$ cat src/rtl/core/ssp_pkg.sv
`timescale 1ns / 1ps
// ----------------------------------------------------------------------------
// ssp_pkg
// Shared types and constants for the servo status packet parser.
// ----------------------------------------------------------------------------
package ssp_pkg;

  localparam int MAX_PACKET_BYTES_DEF = 16;
  localparam int PARAM_DEPTH          = 10;
  localparam int IDX_W                = $clog2(PARAM_DEPTH);
  localparam int CNT_W                = 4;
  localparam int ADDR_W               = 3;
  localparam int DATA_W               = 32;
  localparam int REG_SEL_BIT          = 2;

  localparam logic [7:0] SYNC_BYTE = 8'hFF;

  // input commands
  localparam logic [1:0] CMD_BYTE     = 2'd0;
  localparam logic [1:0] CMD_TIMEOUT  = 2'd1;
  localparam logic [1:0] CMD_LINE_ERR = 2'd2;

  // result status codes
  localparam logic [2:0] ST_OK           = 3'd0;
  localparam logic [2:0] ST_TIMEOUT      = 3'd1;
  localparam logic [2:0] ST_LINE         = 3'd2;
  localparam logic [2:0] ST_BAD_PACKET   = 3'd3;
  localparam logic [2:0] ST_BAD_CHECKSUM = 3'd4;
  localparam logic [2:0] ST_DEVICE       = 3'd5;

  // register select (paddr bit 2)
  localparam logic REG_TARGET_ID      = 1'b0;
  localparam logic REG_PARAM_CAPACITY = 1'b1;

  typedef enum logic [1:0] {
    PUSH_ABORT,
    PUSH_FINAL,
    PUSH_PARAM
  } push_kind_t;

  typedef struct packed {
    logic       cap_id;
    logic       cap_len;
    logic       cap_err;
    logic       cap_param;
    logic       clr_count;
    logic       emit_clr;
    logic       emit_inc;
    logic       push;
    push_kind_t push_kind;
    logic [2:0] abort_status;
  } dp_cmd_t;

  typedef struct packed {
    logic is_sync;
    logic len_bad;
    logic hdr_bad;
    logic no_params;
    logic params_done;
    logic sum_ok;
    logic emit_last;
    logic slot_free;
  } dp_status_t;

endpackage

$ cat src/rtl/core/ssp_datapath.sv
`timescale 1ns / 1ps
// ----------------------------------------------------------------------------
// ssp_datapath
// Header registers, checksum, parameter buffer and the result register.
// ----------------------------------------------------------------------------
module ssp_datapath #(
  parameter int MAX_PACKET_BYTES = ssp_pkg::MAX_PACKET_BYTES_DEF
) (
  input  logic                     clk,
  input  logic                     rst,
  input  logic [7:0]               rx_byte,
  input  logic [7:0]               target_id,
  input  logic [3:0]               param_capacity,
  input  ssp_pkg::dp_cmd_t         cmd,
  output ssp_pkg::dp_status_t      sts,
  input  logic                     out_ready,
  output logic                     out_valid,
  output logic [2:0]               status,
  output logic [7:0]               device_error,
  output logic [ssp_pkg::CNT_W-1:0] param_count,
  output logic [ssp_pkg::CNT_W-1:0] param_index,
  output logic [7:0]               param_byte,
  output logic                     last
);

  logic [7:0]               pkt_id;
  logic [7:0]               pkt_length;
  logic [7:0]               pkt_error;
  logic [7:0]               running_sum;
  logic [ssp_pkg::IDX_W-1:0] param_counter;
  logic [ssp_pkg::IDX_W-1:0] emit_idx;
  logic [7:0]               param_buffer [ssp_pkg::PARAM_DEPTH];

  logic [7:0] count;
  logic [2:0] good_status;
  logic [8:0] len_ext;

  assign count       = pkt_length - 8'd2;
  assign good_status = (pkt_error != 8'd0) ? ssp_pkg::ST_DEVICE : ssp_pkg::ST_OK;
  assign len_ext     = {1'b0, rx_byte};

  always_comb begin
    sts.is_sync     = (rx_byte == ssp_pkg::SYNC_BYTE);
    // length + 4 checked without wrap
    sts.len_bad     = (rx_byte < 8'd2) || ((len_ext + 9'd4) > 9'(MAX_PACKET_BYTES));
    sts.hdr_bad     = (pkt_id != target_id) ||
                      (count > {4'd0, param_capacity}) ||
                      (count > 8'(ssp_pkg::PARAM_DEPTH));
    sts.no_params   = (count == 8'd0);
    sts.params_done = (8'(param_counter) + 8'd1) >= count;
    sts.sum_ok      = (~running_sum == rx_byte);
    sts.emit_last   = (8'(emit_idx) + 8'd1) == count;
    sts.slot_free   = !out_valid || out_ready;
  end

  always_ff @(posedge clk) begin
    if (cmd.cap_id) begin
      pkt_id      <= rx_byte;
      running_sum <= rx_byte;
    end
    if (cmd.cap_len) begin
      pkt_length  <= rx_byte;
      running_sum <= running_sum + rx_byte;
    end
    if (cmd.cap_err) begin
      pkt_error   <= rx_byte;
      running_sum <= running_sum + rx_byte;
    end
    if (cmd.clr_count) begin
      param_counter <= '0;
    end
    if (cmd.cap_param) begin
      param_buffer[param_counter] <= rx_byte;
      running_sum                 <= running_sum + rx_byte;
      param_counter               <= param_counter + 1'b1;
    end
    if (cmd.emit_clr) begin
      emit_idx <= '0;
    end else if (cmd.emit_inc) begin
      emit_idx <= emit_idx + 1'b1;
    end
  end

  // result register
  always_ff @(posedge clk) begin
    if (rst) begin
      out_valid <= 1'b0;
    end else if (cmd.push) begin
      out_valid <= 1'b1;
    end else if (out_ready) begin
      out_valid <= 1'b0;
    end
  end

  always_ff @(posedge clk) begin
    if (cmd.push) begin
      unique case (cmd.push_kind)
        ssp_pkg::PUSH_ABORT: begin
          status       <= cmd.abort_status;
          device_error <= 8'd0;
          param_count  <= '0;
          param_index  <= '0;
          param_byte   <= 8'd0;
          last         <= 1'b1;
        end
        ssp_pkg::PUSH_FINAL: begin
          status       <= good_status;
          device_error <= pkt_error;
          param_count  <= '0;
          param_index  <= '0;
          param_byte   <= 8'd0;
          last         <= 1'b1;
        end
        ssp_pkg::PUSH_PARAM: begin
          status       <= good_status;
          device_error <= pkt_error;
          param_count  <= count[ssp_pkg::CNT_W-1:0];
          param_index  <= ssp_pkg::CNT_W'(emit_idx);
          param_byte   <= param_buffer[emit_idx];
          last         <= sts.emit_last;
        end
        default: begin
          status       <= cmd.abort_status;
          device_error <= 8'd0;
          param_count  <= '0;
          param_index  <= '0;
          param_byte   <= 8'd0;
          last         <= 1'b1;
        end
      endcase
    end
  end

  // only parameter bursts carry non-final results
  a_nonlast_has_params: assert property (@(posedge clk) disable iff (rst)
    (out_valid && !last) |-> (param_count != '0))
    else $error("non-final result without parameters");

  a_index_in_range: assert property (@(posedge clk) disable iff (rst)
    (out_valid && param_count != '0) |-> (param_index < param_count))
    else $error("parameter index beyond count");

endmodule

$ cat src/rtl/core/ssp_ctrl.sv
`timescale 1ns / 1ps
// ----------------------------------------------------------------------------
// ssp_ctrl
// Packet phase state machine: sync hunt, header, parameters, result burst.
// ----------------------------------------------------------------------------
module ssp_ctrl (
  input  logic                clk,
  input  logic                rst,
  input  logic                in_valid,
  output logic                in_ready,
  input  logic [1:0]          command,
  input  ssp_pkg::dp_status_t sts,
  output ssp_pkg::dp_cmd_t    cmd
);

  typedef enum logic [2:0] {
    S_SYNC1,
    S_SYNC2,
    S_ID,
    S_LEN,
    S_ERR,
    S_PARAM,
    S_CHECK,
    S_EMIT
  } state_t;

  state_t state;
  state_t state_next;
  logic   accept;

  assign in_ready = (state != S_EMIT) && sts.slot_free;
  assign accept   = in_valid && in_ready;

  always_comb begin
    cmd        = '0;
    state_next = state;
    if (accept) begin
      unique case (command)
        ssp_pkg::CMD_TIMEOUT: begin
          cmd.push         = 1'b1;
          cmd.push_kind    = ssp_pkg::PUSH_ABORT;
          cmd.abort_status = ssp_pkg::ST_TIMEOUT;
          state_next       = S_SYNC1;
        end
        ssp_pkg::CMD_LINE_ERR: begin
          cmd.push         = 1'b1;
          cmd.push_kind    = ssp_pkg::PUSH_ABORT;
          cmd.abort_status = ssp_pkg::ST_LINE;
          state_next       = S_SYNC1;
        end
        ssp_pkg::CMD_BYTE: begin
          unique case (state)
            S_SYNC1: state_next = sts.is_sync ? S_SYNC2 : S_SYNC1;
            S_SYNC2: state_next = sts.is_sync ? S_ID : S_SYNC1;
            S_ID: begin
              cmd.cap_id = 1'b1;
              state_next = S_LEN;
            end
            S_LEN: begin
              cmd.cap_len = 1'b1;
              if (sts.len_bad) begin
                cmd.push         = 1'b1;
                cmd.push_kind    = ssp_pkg::PUSH_ABORT;
                cmd.abort_status = ssp_pkg::ST_BAD_PACKET;
                state_next       = S_SYNC1;
              end else begin
                state_next = S_ERR;
              end
            end
            S_ERR: begin
              cmd.cap_err = 1'b1;
              if (sts.hdr_bad) begin
                cmd.push         = 1'b1;
                cmd.push_kind    = ssp_pkg::PUSH_ABORT;
                cmd.abort_status = ssp_pkg::ST_BAD_PACKET;
                state_next       = S_SYNC1;
              end else begin
                cmd.clr_count = 1'b1;
                state_next    = sts.no_params ? S_CHECK : S_PARAM;
              end
            end
            S_PARAM: begin
              cmd.cap_param = 1'b1;
              if (sts.params_done) begin
                state_next = S_CHECK;
              end
            end
            S_CHECK: begin
              state_next = S_SYNC1;
              if (!sts.sum_ok) begin
                cmd.push         = 1'b1;
                cmd.push_kind    = ssp_pkg::PUSH_ABORT;
                cmd.abort_status = ssp_pkg::ST_BAD_CHECKSUM;
              end else if (sts.no_params) begin
                cmd.push      = 1'b1;
                cmd.push_kind = ssp_pkg::PUSH_FINAL;
              end else begin
                cmd.emit_clr = 1'b1;
                state_next   = S_EMIT;
              end
            end
            default: state_next = S_SYNC1;
          endcase
        end
        default: ; // unused command: no effect
      endcase
    end else if (state == S_EMIT && sts.slot_free) begin
      cmd.push      = 1'b1;
      cmd.push_kind = ssp_pkg::PUSH_PARAM;
      cmd.emit_inc  = 1'b1;
      if (sts.emit_last) begin
        state_next = S_SYNC1;
      end
    end
  end

  always_ff @(posedge clk) begin
    if (rst) begin
      state <= S_SYNC1;
    end else begin
      state <= state_next;
    end
  end

  // a pending result must never be overwritten
  a_push_into_free_slot: assert property (@(posedge clk) disable iff (rst)
    cmd.push |-> sts.slot_free)
    else $error("result pushed while result register full");

  a_emit_has_params: assert property (@(posedge clk) disable iff (rst)
    (state == S_EMIT) |-> !sts.no_params)
    else $error("parameter burst with no parameters");

  a_burst_blocks_input: assert property (@(posedge clk) disable iff (rst)
    (state == S_EMIT && !sts.emit_last) |=> (state == S_EMIT))
    else $error("parameter burst ended early");

endmodule

$ cat src/rtl/core/servo_status_packet_parser.sv
`timescale 1ns / 1ps
// ----------------------------------------------------------------------------
// servo_status_packet_parser
// Parses servo bus status packets (sync, id, length, error, parameters,
// inverted-sum checksum) from a byte/event stream and emits one result per
// parameter byte, or a single result for empty or failed packets.
// ----------------------------------------------------------------------------
//  channel   direction  handshake           payload
//  input     in         in_valid/in_ready   command, rx_byte
//  result    out        out_valid/out_ready status, device_error, param_count,
//                                           param_index, param_byte, last
//  config    in         APB psel/penable    paddr, pwdata, prdata
//
//  One input item per cycle while the result register is free or being taken.
//  A good packet with parameters emits its results one per cycle from the parameter
//  buffer while the result register is free or being taken; input is held off until the last one is loaded.
//  Reset (rst, synchronous) returns to sync hunt; no clearing pass.
//  A stalled result blocks further input items only through the result register.
// ----------------------------------------------------------------------------
module servo_status_packet_parser #(
  parameter int MAX_PACKET_BYTES = ssp_pkg::MAX_PACKET_BYTES_DEF
) (
  input  logic                        clk,
  input  logic                        rst,
  input  logic                        in_valid,
  output logic                        in_ready,
  input  logic [1:0]                  command,
  input  logic [7:0]                  rx_byte,
  output logic                        out_valid,
  input  logic                        out_ready,
  output logic [2:0]                  status,
  output logic [7:0]                  device_error,
  output logic [3:0]                  param_count,
  output logic [3:0]                  param_index,
  output logic [7:0]                  param_byte,
  output logic                        last,
  input  logic                        psel,
  input  logic                        penable,
  input  logic                        pwrite,
  input  logic [ssp_pkg::ADDR_W-1:0]  paddr,
  input  logic [ssp_pkg::DATA_W-1:0]  pwdata,
  output logic [ssp_pkg::DATA_W-1:0]  prdata,
  output logic                        pready
);

  logic [7:0] target_id;
  logic [3:0] param_capacity;
  logic       reg_sel;

  ssp_pkg::dp_cmd_t    cmd;
  ssp_pkg::dp_status_t sts;

  assign pready  = 1'b1;
  assign reg_sel = paddr[ssp_pkg::REG_SEL_BIT];

  always_ff @(posedge clk) begin
    if (rst) begin
      target_id      <= 8'd0;
      param_capacity <= 4'd2;
    end else if (psel && penable && pwrite) begin
      unique case (reg_sel)
        ssp_pkg::REG_TARGET_ID:      target_id      <= pwdata[7:0];
        ssp_pkg::REG_PARAM_CAPACITY: param_capacity <= pwdata[3:0];
        default: ;
      endcase
    end
  end

  always_comb begin
    unique case (reg_sel)
      ssp_pkg::REG_TARGET_ID:      prdata = {{(ssp_pkg::DATA_W-8){1'b0}}, target_id};
      ssp_pkg::REG_PARAM_CAPACITY: prdata = {{(ssp_pkg::DATA_W-4){1'b0}}, param_capacity};
      default:                     prdata = '0;
    endcase
  end

  ssp_ctrl u_ctrl (
    .clk      (clk),
    .rst      (rst),
    .in_valid (in_valid),
    .in_ready (in_ready),
    .command  (command),
    .sts      (sts),
    .cmd      (cmd)
  );

  ssp_datapath #(
    .MAX_PACKET_BYTES (MAX_PACKET_BYTES)
  ) u_datapath (
    .clk            (clk),
    .rst            (rst),
    .rx_byte        (rx_byte),
    .target_id      (target_id),
    .param_capacity (param_capacity),
    .cmd            (cmd),
    .sts            (sts),
    .out_ready      (out_ready),
    .out_valid      (out_valid),
    .status         (status),
    .device_error   (device_error),
    .param_count    (param_count),
    .param_index    (param_index),
    .param_byte     (param_byte),
    .last           (last)
  );

endmodule

$ cat config.mk
export PLATFORM = sky130hd
export DESIGN_NAME = servo_status_packet_parser
export DESIGN_NICKNAME = d
export VERILOG_FILES = /design/src/rtl/core/ssp_pkg.sv /design/src/rtl/core/ssp_datapath.sv /design/src/rtl/core/ssp_ctrl.sv /design/src/rtl/core/servo_status_packet_parser.sv
export SDC_FILE = /design/constraint.sdc
export NUM_CORES = 1
export LEC_CHECK = 0
export ABC_AREA = 1
export BUFFER_PORTS_ARGS = -buffer_cell sky130_fd_sc_hd__buf_4
export CORE_ASPECT_RATIO = 1.5
export CORE_UTILIZATION = 45
export DETAILED_ROUTE_END_ITERATION = 8
export HOLD_SLACK_MARGIN = 0.08
export PLACE_DENSITY_LB_ADDON = 0.1
export RECOVER_POWER = 25
export SYNTH_ARGS = -nofsm -noshare
export SYNTH_HDL_FRONTEND = slang
export SYNTH_SLANG_ARGS = --single-unit
export TNS_END_PERCENT = 5
$ cat constraint.sdc
create_clock -name clk -period 2.99 [get_ports clk]
set_clock_uncertainty 0.05 [all_clocks]
set_input_delay 0.1495 -clock clk [delete_from_list [all_inputs] [get_ports clk]]
set_output_delay 0.1495 -clock clk [all_outputs]
set_load 0.01 [all_outputs]
==> flow_summary_export.csv <==
group,metric,value,unit
sta,slew_headroom,37.88,%
yosys,synthCells,758,
sta,finalSetupViolCount,0,
setup_path,crit_required,3.09,ns
global_routing,grt_start_max_net_pins,66,
yosys,syn-mean-instance-area,10.46,um^2
die,fp-row-count,59,
global_routing,grt-ovfl-total,0,
sta,finalMaxSlewViolations,0,
yosys,synth.distinct_cells,43,
cells_and_area,nets,932,
cells_and_area,fin_area,0.009435,mm^2
sta,fin_setup_tns,0,ns
setup_path,slowest_stage,"dlygate4sd3_1",
setup_path,cp-end-kind,"register",
die,io_pins,115,
clock_tree,clk_pin_slew,0.06,ns
yosys,synth_warnings,0,
clock_tree,cts_resized,0,
die,fp.dieH,164.6,um
clock_tree,h-tree-depth,4,
status,status,"finished clean",
job,cap_violations,0,
die,die_w,110.4,um
global_routing,grt_pass1_wl,26970,um
detailed_routing,dr_total_vias,5485,
setup_path,cpPeakStageDelay,0.53,ns
setup_path,cp-start-kind,"input port",
setup_path,path_delay_family,"simple AND/OR/NAND/NOR gates",
power_and_ir_drop,irDropWorstVdd,0.3148,mV
yosys,synth_compound_gate_area_share,9.989,%
global_routing,grt_pass1_vias,5103,
placed_design,port_buffers,63,
setup_path,path_class,"in2reg",
detailed_routing,wl_per_cell,16.06,um
yosys,synth-simple-area-share,13.27,%
yosys,synthesis.area,0.007929,mm^2
die,core_area,0.01727,mm^2
setup_path,critPathMaxFanout,17,
detailed_routing,wl,17360,um
die,start_util,45.90,%
sta,fin_crit,2.714,ns
sta,hold_viol_final,0,
cells_and_area,instances_no_fill,1081,
clock_tree,cts_hold_buf,16,
setup_path,crit_top_cell,"ha_1",
global_routing,globalRouteTotalUtil,20.52,%
power_and_ir_drop,power_density,533.9,mW/mm^2
sta,post-route-period-util,90.76,%
yosys,synth_fa_ha_area_share,3.882,%
placed_design,placed_cells,1034,
yosys,synthXorXnorAreaFrac,1.973,%
clock_tree,cts.sinks,164,
detailed_routing,drc,0,
clock_tree,cts_tree,"done",
yosys,synth_top_family_by_area,"simple AND/OR/NAND/NOR gates",
cells_and_area,area_growth,19.00,%
die,dieArea,0.01817,mm^2
detailed_routing,via_per_inst,5.074,
sta,rsz0062_at_grt,"no",
yosys,synth_seq_cells,164,
clock_tree,root_buffer,"clkbuf_16",
worst_hold_path,hold_path_class,"in2reg",
yosys,muxShareOfSynthArea,2.020,%
clock_tree,cts_buffers,17,
placed_design,gp_congestion,0.8661,
cells_and_area,num_antenna_cells,0,
power_and_ir_drop,p_leak,3.933,nW
setup_path,cp_cell_sequence,"dlygate4sd3_1 > buf_4 > ha_1 > nand4_1 > nor4_4 > nand3_1 > nor2_1 > nand2_1 > ha_1 > o21bai_1 > o21ai_0",
sta,worst_slack,0.2762,ns
detailed_routing,ant_nets,0,
placed_design,place_hpwl,11840,um
detailed_routing,drt_iter0_drc,310,
sta,worst_pin_slew,0.9318,ns
yosys,seq_area_frac_synth,59.59,%
clock_tree,clk_latency,0.42,ns
setup_path,crit_arrival,2.82,ns
detailed_routing,drtPass1Iterations,5,
sta,max_freq,0.3685,GHz
setup_path,crit_buf_inv,2,
placed_design,place_ws,0.3364,ns
placed_design,placed_area,0.008670,mm^2
global_routing,antenna_found_initial,0,
clock_tree,cts_buffer_depth,2,
power_and_ir_drop,total_power,5.037,mW
clock_tree,post_cts.repair.setup_buffers,0,
cells_and_area,drive_above_1_share,17.17,%
==> routing by layer <==
layer  part of all wire [%]  vias to the layer above  global-route usage [%]
met3                    3.7                       18                   3.433
met1                     42                     2603                   25.10
met2                     53                      141                   36.05
met5                      0                        -                       0
met4                    1.5                        0                   7.057
li1                       -                     2723                       -
==> kinds of logic after synthesis <==
family | after synthesis
compound gates | 147
xor+xnor | 17
fa+ha+maj | 24
buf+inv | 163
flops | 164
mux | 16
other cells | 2
simple gates | 225
==> where the power goes <==
| group | total (mW) | leakage [nW] | switching, mW | internal (mW) |
|---|---|---|---|---|
| Clock | 2.28 | 0.291 | 0.879 | 1.40 |
| Sequential | 2.52 | 1.47 | 0.00926 | 2.51 |
| Combinational | 0.242 | 2.17 | 0.148 | 0.0939 |
==> sequential cells by signal (all words and copies together), names as in the netlist <==
signal	count
param_capacity	4
target_id	8
u_ctrl.state	3
u_datapath.device_error	8
u_datapath.emit_idx	4
u_datapath.last	1
u_datapath.out_valid	1
u_datapath.param_buffer	80
u_datapath.param_byte	8
u_datapath.param_count	4
u_datapath.param_counter	4
u_datapath.param_index	4
u_datapath.pkt_error	8
u_datapath.pkt_id	8
u_datapath.pkt_length	8
u_datapath.running_sum	8
u_datapath.status	3
==> path summary, 6_finish.rpt <==
| check | from | cells after the start | endpoint | slack, ns |
|---|---|---|---|---|
| max | rx_byte[3] | 11 | u_datapath.status[0]$_DFFE_PP_ | 0.28 |
| max reg2reg | u_datapath.pkt_length[2]$_DFFE_PP_ | 18 | u_datapath.param_count[2]$_SDFFCE_PP0P_ | 0.34 |
| min reg2reg | target_id[6]$_SDFFE_PP0P_ | 2 | target_id[6]$_SDFFE_PP0P_ | 0.44 |
| min | command[1] | 4 | u_datapath.out_valid$_SDFFE_PP0P_ | 0.12 |
==> metrics by stage <==
stage	hold slack, ns	utilization (%)
2_1_floorplan	0.1686	-
3_3_place_gp	0.3286	50.19
3_5_place_dp	0.3294	50.19
4_1_cts	0.1054	54.66
5_1_grt	0.1451	54.62
6_report	0.1246	54.62
==> placed cells by master (no fill, tap or decap), drive strengths merged, types with 2 or more instances in the layout <==
cell type,count
xor2,8
nand2,103
clkinv,4
conb,25
nor4,3
ha,23
a31oi,2
o211ai,9
buf,83
nor2,58
nor3,17
or2,6
nand4,9
clkbuf,22
bufinv,4
a21oi,62
dfxtp,20
dlygate4sd3,16
xnor2,9
clkinvlp,2
inv,119
o21ai,72
edfxtp,144
mux2i,16
nand3,28
==> cells in the mapped netlist (all sizes together) <==
library cell	count	area [um^2]
edfxtp	144	4324
inv	117	441.7
nand2	103	406.6
o21ai	72	360.4
a21oi	62	321.6
nor2	58	255.3
buf	34	241.5
nand3	28	155.2
ha	23	287.8
dfxtp	20	400.4
nor3	17	100.1
mux2i	16	160.2
clkbuf	12	45.04
nand4	9	56.30
o211ai	9	67.56
xnor2	9	86.34
xor2	8	70.07
or2	6	37.54
nor4	3	33.78
a31oi	2	27.53
conb	2	7.510
fa	1	20.02
nand3b	1	7.510
o21bai	1	7.510
o31ai	1	7.510
==> worst reg2reg max path, cell delays in order (launching register included) <==
cell and delay, ns:
edfxtp_1 0.37, inv_1 0.06, ha_1 0.23, xnor2_2 0.22
inv_2 0.06, ha_1 0.29, nand2_1 0.05, inv_1 0.06
o21ai_0 0.08, nand2_1 0.06, nand2_1 0.06, nand3_2 0.09
nor2_4 0.04, nor2_1 0.15, nor2_2 0.06, nand2_1 0.05
nand2_1 0.09, nand2_2 0.10, buf_12 0.19
==> final cells by class <==
| cell class | instances | area (um^2) |
|---|---|---|
| clock inverter | 12 | 180.2 |
| tap | 213 | 266.5 |
| sequential | 164 | 4726 |
| multi-input combinational | 454 | 2565 |
| inverter | 117 | 441.7 |
| fill | 1519 | 7839 |
| clock buffer | 19 | 432.9 |
| timing repair buffer | 102 | 823.3 |
No activity file was read; power rests on OpenSTA's default activity.
